[src/trmp_pkg.sv]
// Shared types, fixed-point constants and the arctangent table for the motion predictor.
package trmp_pkg;

    // Angle constants in Q4.28
    localparam longint PI_Q28      = 843314857;
    localparam longint TWO_PI_Q28  = 1686629713;
    localparam longint HALF_PI_Q28 = 421657428;

    // Rotation gain in Q2.30
    localparam longint CORDIC_GAIN_Q30 = 652032874;

    // Reset values of the configuration registers
    localparam logic [30:0] TURN_THRESHOLD_RST     = 31'd26843546;
    localparam logic [30:0] HEADING_NOISE_BAND_RST = 31'd53687091;
    localparam logic [31:0] SPEED_MIN_RST          = 32'hFFFF_0000;
    localparam logic [31:0] SPEED_MAX_RST          = 32'd1310720;
    localparam logic [30:0] EXTENT_MAX_RST         = 31'd1966080;
    localparam logic [30:0] CURVATURE_MAX_RST      = 31'd64424509;

    // Datapath widths
    localparam int MOD_W     = 48;          // angle word fed to the modulo unit
    localparam int MOD_STEPS = 17;          // compare/subtract steps of the modulo unit
    localparam int MOD_LAT   = MOD_STEPS + 2;
    localparam int ANG_W     = 31;          // reduced angle in [0, 2pi)
    localparam int CORDIC_W  = 34;          // rotation datapath width
    localparam int DEN_W     = 32;          // divisor magnitude width
    localparam int DIV_NW    = CORDIC_W + 17;  // dividend magnitude width
    localparam int DIV_LAT   = DIV_NW + 2;
    localparam int CHORD_W   = 48;          // chord word, wide enough for divider widths up to 48 bits

    // Configuration register indexes
    typedef enum logic [2:0] {
        CFG_TURN_THRESHOLD     = 3'd0,
        CFG_HEADING_NOISE_BAND = 3'd1,
        CFG_SPEED_MIN          = 3'd2,
        CFG_SPEED_MAX          = 3'd3,
        CFG_EXTENT_MAX         = 3'd4,
        CFG_CURVATURE_MAX      = 3'd5
    } cfg_idx_t;

    // One input item
    typedef struct packed {
        logic signed [31:0] pos_x;
        logic signed [31:0] pos_y;
        logic signed [31:0] heading;
        logic signed [31:0] speed;
        logic signed [31:0] extent;
        logic signed [31:0] curvature;
        logic signed [31:0] noise_x;
        logic signed [31:0] noise_y;
        logic signed [31:0] noise_heading;
        logic signed [31:0] noise_speed;
        logic signed [31:0] noise_extent;
        logic signed [31:0] noise_curvature;
    } item_t;

    // Per-item fields that ride beside the trig and divide units
    typedef struct packed {
        logic signed [31:0] px;
        logic signed [31:0] py;
        logic signed [31:0] nx;
        logic signed [31:0] ny;
        logic signed [31:0] sp;
        logic signed [31:0] cv;
        logic               straight;
        logic               inrange;
        logic        [30:0] h_in;
        logic signed [31:0] s;
        logic        [30:0] e;
        logic signed [31:0] c;
    } side_t;

    // Fields that travel through the displacement multiply stages
    typedef struct packed {
        logic signed [31:0] px;
        logic signed [31:0] py;
        logic signed [31:0] nx;
        logic signed [31:0] ny;
        logic        [30:0] heading;
        logic signed [31:0] s;
        logic        [30:0] e;
        logic signed [31:0] c;
    } tail_t;

    // atan(2^-i) in Q2.30
    function automatic logic [31:0] atan_q30(input int i);
        logic [31:0] v;
        unique case (i)
            0:  v = 32'd843314857;
            1:  v = 32'd497837829;
            2:  v = 32'd263043837;
            3:  v = 32'd133525159;
            4:  v = 32'd67021687;
            5:  v = 32'd33543516;
            6:  v = 32'd16775851;
            7:  v = 32'd8388437;
            8:  v = 32'd4194283;
            9:  v = 32'd2097149;
            10: v = 32'd1048576;
            11: v = 32'd524288;
            12: v = 32'd262144;
            13: v = 32'd131072;
            14: v = 32'd65536;
            15: v = 32'd32768;
            16: v = 32'd16384;
            17: v = 32'd8192;
            18: v = 32'd4096;
            19: v = 32'd2048;
            20: v = 32'd1024;
            21: v = 32'd512;
            22: v = 32'd256;
            23: v = 32'd128;
            24: v = 32'd64;
            25: v = 32'd32;
            26: v = 32'd16;
            27: v = 32'd8;
            28: v = 32'd4;
            29: v = 32'd2;
            default: v = 32'd0;
        endcase
        return v;
    endfunction

endpackage

[src/trmp_mod2pi.sv]
// Pipelined floor modulo 2pi of a signed Q.28 angle, one compare/subtract per stage.
module trmp_mod2pi
    import trmp_pkg::*;
(
    input  logic                    clk,
    input  logic                    en,
    input  logic signed [MOD_W-1:0] ang,
    output logic        [ANG_W-1:0] res
);

    logic [MOD_W-1:0] u_reg    [MOD_STEPS+1];
    logic             neg_reg  [MOD_STEPS+1];
    logic [MOD_W-1:0] u_next   [MOD_STEPS];
    logic [ANG_W-1:0] res_reg;
    logic [ANG_W-1:0] res_next;
    logic [ANG_W-1:0] m;

    // Subtract 2pi scaled down by one power of two per stage
    always_comb
    begin
        logic [MOD_W-1:0] sub;
        for (int i = 0; i < MOD_STEPS; i++)
        begin
            sub = MOD_W'(TWO_PI_Q28) << (MOD_STEPS - 1 - i);
            u_next[i] = (u_reg[i] >= sub) ? (u_reg[i] - sub) : u_reg[i];
        end
    end

    // Negative inputs are reduced as their complement and mirrored back
    assign m        = u_reg[MOD_STEPS][ANG_W-1:0];
    assign res_next = neg_reg[MOD_STEPS] ? (ANG_W'(TWO_PI_Q28 - 1) - m) : m;

    // Advance the stages
    always_ff @(posedge clk)
    begin
        if (en)
        begin
            u_reg[0]   <= ang[MOD_W-1] ? ~ang : ang;
            neg_reg[0] <= ang[MOD_W-1];
            for (int i = 0; i < MOD_STEPS; i++)
            begin
                u_reg[i+1]   <= u_next[i];
                neg_reg[i+1] <= neg_reg[i];
            end
            res_reg <= res_next;
        end
    end

    assign res = res_reg;

endmodule

[config.mk]
export PLATFORM = sky130hd
export DESIGN_NAME = trmp_mod2pi
export DESIGN_NICKNAME = d
export VERILOG_FILES = /design/src/trmp_pkg.sv /design/src/trmp_mod2pi.sv
export SDC_FILE = /design/constraint.sdc
export NUM_CORES = 1
export LEC_CHECK = 0
export ABC_CLOCK_PERIOD_IN_PS = 3800
export BUFFER_PORTS_ARGS = -buffer_cell sky130_fd_sc_hd__buf_2
export CORE_MARGIN = 5
export CORE_UTILIZATION = 64
export CTS_CLUSTER_SIZE = 16
export DETAILED_ROUTE_END_ITERATION = 7
export PLACE_DENSITY = 0.81
export SLEW_MARGIN = 40
export SYNTH_ARGS = -nofsm -noshare
export SYNTH_HDL_FRONTEND = slang
export SYNTH_SLANG_ARGS = --single-unit
[constraint.sdc]
create_clock -name clk -period 3.8 [get_ports clk]
set_input_delay 0.76 -clock clk [delete_from_list [all_inputs] [get_ports clk]]
set_output_delay 0.76 -clock clk [all_outputs]
set_load 0.02 [all_outputs]
# After elaboration in Yosys (flattened, before gate mapping)
# Memory sizes are Yosys's and may differ from the RTL's.
# Index checks and enable logic that the tools add are counted.
# W data, S select, Z words.
[totals] ram_bits=882 wordCells=60 input_bits=50 out_inout_bits=31 n_memories=2 ff_bits=31
[mem_list] name="u_reg" depth=18 width=48 read_ports=18 rd_clocked_by_memory_dff=0 wr=18 line="trmp_mod2pi.sv:11" rtl="logic [MOD_W-1:0] u_reg [MOD_STEPS+1];"
[mem_list] name="neg_reg" depth=18 width=1 read_ports=18 rd_clocked_by_memory_dff=0 wr=18 line="trmp_mod2pi.sv:12" rtl="logic neg_reg [MOD_STEPS+1];"
[classes] magnitude_cmp=17 muxes=21 n_addsub=18 n_bitwise=1
[ops] op="$mux W48" n=18
[ops] op="$ge A48 B31 Y1 const B" n=1
[ops] op="$ge A48 B32 Y1 const B" n=1
[ops] op="$ge A48 B33 Y1 const B" n=1
[ops] op="$ge A48 B34 Y1 const B" n=1
[ops] op="$ge A48 B35 Y1 const B" n=1
[ops] op="$ge A48 B36 Y1 const B" n=1
[ops] op="$ge A48 B37 Y1 const B" n=1
[ops] op="$ge A48 B38 Y1 const B" n=1
[ops] op="$ge A48 B39 Y1 const B" n=1
[ops] op="$ge A48 B40 Y1 const B" n=1
[ops] op="$ge A48 B41 Y1 const B" n=1
[ops] op="$ge A48 B42 Y1 const B" n=1
[ops] op="$ge A48 B43 Y1 const B" n=1
[ops] op="$ge A48 B44 Y1 const B" n=1
[ops] op="$ge A48 B45 Y1 const B" n=1
[ops] op="$ge A48 B46 Y1 const B" n=1
[ops] op="$ge A48 B47 Y1 const B" n=1
[ops] op="$not A48 Y48" n=1
[ops] op="$sub A48 B31 Y48 const B" n=1
[ops] op="$sub A48 B32 Y48 const B" n=1
[ops] op="$sub A48 B33 Y48 const B" n=1
[ops] op="$sub A48 B34 Y48 const B" n=1
[ops] op="$sub A48 B35 Y48 const B" n=1
[ops] op="other kinds (15)" n=16

# Longest topological paths before layout
# Gate-level depths: netlist (run 1).
[depth] depth_word=2 mapped_depth=11 ltp_nobuf=9

# Worst setup path after synthesis (run 1)
# OpenSTA, ideal clock, no wires.
[synth_path] path_type="register -> register" from="mem u_reg[6][10]" to="mem u_reg[7][32], data pin" n_path_buf=2 t_required_ns=3.534 slack_ns=0.905 arrival_ns=2.630 period_less_slack_ns=2.895 path_stages_with_launch=12 setup_time_ns=0.266 cell_sequence="edfxtp_1 > inv_1 > ha_1 > or3b_2 > a21o_1 > o311ai_0 > a31oi_1 > nor2b_1 > clkbuf_1 > clkbuf_1 > nor3_1 > xor2_1"
[synth_lines] element="start: declaration" line="trmp_mod2pi.sv:11"

==> results of run 1 <==
## power breakdown
part | switching (mW) | total [mW] | internal, mW | leakage (nW)
combinational | 4.03 | 7.27 | 3.24 | 7.57
clock | 3.78 | 8.79 | 5.01 | 1.43
sequential | 2.55 | 16.7 | 14.2 | 8.77
total | 10.4 | 32.8 | 22.4 | 17.8
## area by class of cell
type / count / area, um2
timing repair buffer: 137 / 960.9
fill: 4676 / 20040
inverter: 90 / 337.8
multi-input combinational: 2744 / 18030
sequential: 896 / 26910
clock buffer: 106 / 2355
clock inverter: 61 / 589.3
tap: 940 / 1176
## kinds of logic after synthesis
| family | count (synthesis) | synth area share [%] |
|---|---|---|
| other cells | 1 | 0.008220 |
| buf+inv | 188 | 1.588 |
| mux | 3 | 0.06856 |
| flops | 896 | 58.97 |
| xor+xnor | 709 | 13.61 |
| compound gates | 646 | 9.629 |
| simple gates | 1358 | 15.38 |
| fa+ha+maj | 27 | 0.7405 |
## routing by layer
metal	GRT usage (%)	up-vias
met4	6.549	0
met2	41.11	1045
met5	0	-
li1	-	14592
met1	32.69	14861
met3	3.355	200
## worst reg2reg max path, stage by stage, from the launching register on
cell and delay, ns:
edfxtp_1 0.46, nor4bb_1 0.45, nand4_1 0.22, nor4_1 0.55, a21oi_1 0.14, o41a_1 0.67, a2111oi_0 0.48, xor2_1 0.14
## cells in the final DEF, fill, tap and decap left out, types with 12 or more instances in the layout
master	instances
a2111oi_0	16
a211oi_1	31
a21boi_0	15
a21o_1	31
a21oi_1	156
a31oi_1	29
and2_1	33
and3_1	46
and4_1	16
buf_2	80
buf_4	46
clkbuf_1	14
clkbuf_16	92
clkinv_1	25
clkinv_2	14
edfxtp_1	896
ha_1	27
inv_1	90
nand2_1	301
nand2b_1	27
nand3_1	103
nand3b_1	12
nand4_1	49
nor2_1	326
nor2b_1	22
nor3_1	119
nor3b_1	19
nor4_1	93
nor4b_1	20
o211ai_1	29
o21a_1	17
o21ai_0	137
o21bai_1	14
o31ai_1	29
or2_2	36
or3_1	41
or3b_2	17
or4_1	41
xnor2_1	361
xor2_1	348
## per-stage QoR
stage               utilization (%)  setup WS, ns  hold WS [ns]  cell area [um2]  total power [mW]
floorplan                         -        0.9046        0.4003            45620             21.42
global placement              67.29        0.4353        0.4009            47370             23.66
detailed placement            67.32        0.4696        0.4045            47390             23.90
CTS                           71.50        0.4509        0.3689            50330             32.79
global route                  71.53       0.09644        0.3798            50350             34.37
finish                        71.53        0.4108        0.4042            50350             32.77
## final timing paths
| path | endpoint | slack, ns | cells after the start |
|---|---|---|---|
| setup / recovery | u_reg[1][44] | 0.41 | 7 |
| hold reg to reg | u_reg[8][2] | 0.41 | 0 |
| setup reg to reg | u_reg[1][44] | 0.41 | 7 |
| hold / removal | u_reg[0][10] | 0.40 | 2 |
==> results.tsv, run 1 <==
metric	value	unit
status	finished clean	
min_period	3.389	ns
yosys_warnings	0	
finalSetupViolCount	0	
worstPathCellList	nor4bb_1 -> nand4_1 -> nor4_1 -> a21oi_1 -> o41a_1 -> a2111oi_0 -> xor2_1	
wl	94710	um
synthCells	3828	
cpLargestDelayFamily	compound AO/OA/AOI/OAI gates	
insertion_delay	0.65	ns
antenna_found_initial	0	
cts_made_buffers	91	
syn_nets	3905	
yosys.area.top_type	edfxtp_1	
synth_common_cells	edfxtp_1 (896), xnor2_1 (361), xor2_1 (348), nor2_1 (326), nand2_1 (301)	
crit_required	4.16	ns
nets	4037	
async_flop_share	0	%
holdBufCountCts	0	
slew_headroom	45.53	%
n_antenna_cell	0	
avgViaCountPerCell	6.172	
avgSynthCellArea	11.92	um2
fp.coreArea	70390	um2
path_max_fanout	12	
wl_per_cell	19.04	um
cts-resized-gates	0	
start_util	64.81	%
critPathCaptureType	flip-flop	
dp_hpwl	66650	um
synth_area_leaders	edfxtp_1 (59%), xnor2_1 (6.9%), xor2_1 (6.7%)	
ir_drop	0.0004059	V
ys.flop_type	edfxtp_1	
cp.arrival	3.75	ns
place_inst	4807	
synth_top_area_share	58.97	%
ys_ff_latch	896	
fmax	0.2951	GHz
min_period_over_period	89.19	%
leakage	17.77	nW
startpoint_type	flip-flop	
clkTransAtPathRegs	0.06	ns
tns	0	ns
min_from	ang[10]	
cts-root-buf	clkbuf_16	
largest_reg_flops	847	
grt_max_degree	126	
cts.htree.levels	3	
rows	97	
slew_violations	0	
ios	81	
final_cells	4974	
ant_nets	0	
grt_pass1_vias	29464	
ys_types	90	
overflow	0	
drive_above_1_share	9.023	%
critPathKind	flip-flop to flip-flop	
synthMostInstantiatedCell	edfxtp_1	
grt.total_usage	24.01	%
drt_iter0_drc	3005	
cap_violations	0	
cts_setup_buffers	0	
chipHeight	277.0	um
regToRegStartpoint	u_reg[0][26]	
grt_pass1_wl	153500	um
wl_met3	5375	um
cts_tree	done	
syn_to_final_growth	10.37	%
met1_length	39750	um
hold_violations	0	
die_w	277.0	um
port_buffers	80	
max_stage_delay	0.67	ns
drc	0	
synth_seq_area_share	58.97	%
slowest_stage	o41a_1	
cts_buffer_depth	3	
clock-sinks	896	
gp_congestion	0.8847	
rsz0062_at_grt	false	
clock_skew	0.01965	ns
vias	30698	
path_buf_inv	0	
holdCritPathClass	primary input to flip-flop	
synth_area	45620	um2
drt-pass1-iter-count	6	
maxUsedRoutingLayer	met4	
met2_length	47060	um
p_per_area	650.8	nW/um2
tightest_slew	0.8171	ns
dieArea	76720	um2
synth_edf_count	896	
cp-startpoint	u_reg[0][26]	
Note: power is estimated with default switching activity, not from simulation.
==> run 2, diff against run 1 <==
ABC_CLOCK_PERIOD_IN_PS = 3140   (was 3800)
clock period = 3.14 ns   (was 3.8 ns; I/O delays follow)
==> run 2 against run 1 <==
Net effect:
- setup slack got worse by 0.32 ns
- critical path depth up 2
- cell count grew 2.0%
- core utilization grew 1.2 points
- design area grew 1.6%
- sequential cell count is the same
- total power up 21%
- die area unchanged
- first-iteration DRC count is 3.0% higher
- critical endpoint is now u_reg[16][43]
- clock skew up 0.00084 ns
==> results.tsv, run 2 (synthesized netlist as in run 1, its figures left out) <==
metric	value	unit	change
tns	0	ns	unchanged
cts_tree	done		unchanged
final.setup.worst_slack	0.09175	ns	was 0.4108 ns
drive_above_1_share	11.67	%	was 9.023%
clock-sinks	896		unchanged
largest_reg_flops	847		unchanged
critPathCaptureType	flip-flop		unchanged
regToRegStartpoint	u_reg[15][2]		was u_reg[0][26]
fin_area	51180	um2	was 50350 um2
dieArea	76720	um2	unchanged
cap_violations	0		unchanged
grt_pass1_wl	156400	um	was 153500 um
n_antenna_cell	0		unchanged
holdWs	0.2747	ns	was 0.4042 ns
grt_pass1_vias	30065		was 29.46k
holdCritPathClass	primary input to flip-flop		unchanged
cts.htree.levels	3		unchanged
start_util	64.81	%	unchanged
cts_buffer_depth	3		unchanged
worstPathCellList	inv_1 -> ha_1 -> or3b_2 -> a2111oi_0 -> o31ai_2 -> a31oi_1 -> nor2_1 -> nor4_1 -> xor2_1		was nor4bb_1 -> nand4_1 -> nor4_1 -> a21oi_1 -> o41a_1 -> a2111oi_0 -> xor2_1
syn_to_final_growth	12.19	%	was 10.37%
fp.coreArea	70390	um2	unchanged
leakage	18.24	nW	was 17.77 nW
drt-pass1-iter-count	6		unchanged
insertion_delay	0.65	ns	about the same
status	finished clean		unchanged
r2r_end	u_reg[16][43]		was u_reg[1][44]
avgViaCountPerCell	6.143		was 6.172
ant_nets	0		unchanged
hold_violations	0		unchanged
drc	0		unchanged
chipHeight	277.0	um	unchanged
drt_iter0_drc	3096		was 3005
placed_area	48140	um2	was 47390 um2
cts_made_buffers	92		was 91
tightest_slew	0.9260	ns	was 0.8171 ns
path_buf_inv	1		was 0
clock_skew	0.02049	ns	was 0.01965 ns
slowest_stage	a2111oi_0		was o41a_1
mostFrequentLayoutCell	edfxtp_1		unchanged
finalSetupViolCount	0		unchanged
grt_max_degree	137		was 126
overflow	0		unchanged
rsz0062_at_grt	true		was false
port_buffers	80		unchanged
p_per_area	774.1	nW/um2	was 650.8 nW/um2
ir_drop	0.0006701	V	was 0.0004059 V
dp_slack	0.03646	ns	was 0.4696 ns
gp_congestion	0.9191		was 0.8847
min_period	3.048	ns	was 3.389 ns
r2r_cells	9		was 7
ios	81		unchanged
wl	96460	um	was 94710 um
cts-root-buf	clkbuf_16		unchanged
die_w	277.0	um	unchanged
startpoint_type	flip-flop		unchanged
clkTransAtPathRegs	0.06	ns	about the same
r2r_slack	0.09	ns	was 0.41 ns
antenna_found_initial	0		unchanged
crit_required	3.52	ns	was 4.16 ns
vias	31158		was 30.70k
fmax	0.3281	GHz	was 0.2951 GHz
wl_per_cell	19.02	um	was 19.04 um
slew_violations	0		unchanged
cp.arrival	3.43	ns	was 3.75 ns
critPathKind	flip-flop to flip-flop		unchanged
cpLargestDelayFamily	compound AO/OA/AOI/OAI gates		unchanged
grt.total_usage	24.45	%	was 24.01%
worstHoldPathCells	2		unchanged
slew_headroom	36.67	%	was 45.53%
holdPathEnd	u_reg[0][29]		was u_reg[0][10]
path_max_fanout	6		was 12
layout.cells.most_common_list	edfxtp_1 (896), xnor2_1 (361), xor2_1 (348)		unchanged
max_stage_delay	0.62	ns	was 0.67 ns
nets	4137		was 4037
min_from	ang[29]		was ang[10]
power	39.62	mW	was 32.77 mW
min_period_over_period	97.08	%	was 89.19%
rows	97		unchanged
dp_hpwl	68240	um	was 66650 um
[run 2: cell count changes in the layout (fill, tap and decap cells not counted), moves of 5 or more]
cell,before,now
nor4_2,2,8
a2111oi_0,16,9
nor4_1,93,87
buf_4,46,144
clkbuf_1,14,19
[run 2: metrics by stage]
step                std cells  util (%)
floorplan                3828         -
global placement         4904     68.39
detailed placement       4904     68.39
CTS                      5070     72.46
global route             5072     72.71
finish                   5072     72.71
[run 2: layout make-up]
type | instances | area (um2)
Clock buffer | 112 | 2399
Sequential cell | 896 | 26910
Tap cell | 940 | 1176
Timing Repair Buffer | 236 | 1732
Fill cell | 4604 | 19210
Inverter | 90 | 337.8
Multi-Input combinational cell | 2744 | 18180
Clock inverter | 54 | 457.9
[run 2: worst max-delay path by stage]
stage | startpoint | end | slack, ns | cells past startpoint
6_report | u_reg[15][2] | u_reg[16][43] | 0.09 | 9
5_1_grt | u_reg[8][8] | u_reg[9][44] | -0.04 | 9
4_1_cts | u_reg[15][1] | u_reg[16][47] | 0.01 | 9
3_5_place_dp | u_reg[0][18] | u_reg[1][33] | 0.04 | 9
3_3_place_gp | u_reg[0][26] | u_reg[1][33] | 0.004 | 9
2_1_floorplan | u_reg[6][10] | u_reg[7][32] | 0.24 | 11
[run 2: timing repair]
| action | CTS | global route |
|---|---|---|
| hold buffers | 0 | 0 |
| gates resized for setup | 2 | 41 |
| setup endpoints to repair | 2 | 116 |
| pin swaps | 0 | 3 |
| endpoints found under the hold margin | 0 | 0 |
| buffers inserted | 0 | 2 |
[run 2: metal layers]
metal | vias up | track usage [%] | wire [um]
met1 | 15142 | 33.33 | 40390
li1 | 14798 | - | -
met3 | 192 | 3.600 | 5237
met4 | 0 | 6.422 | 2485
met5 | - | 0 | 0
met2 | 1026 | 41.82 | 48350
[run 2: report_power, final]
group,switching [mW],internal [mW]
logic,4.96,4.14
registers,3.03,17.1
clock network,4.49,5.87
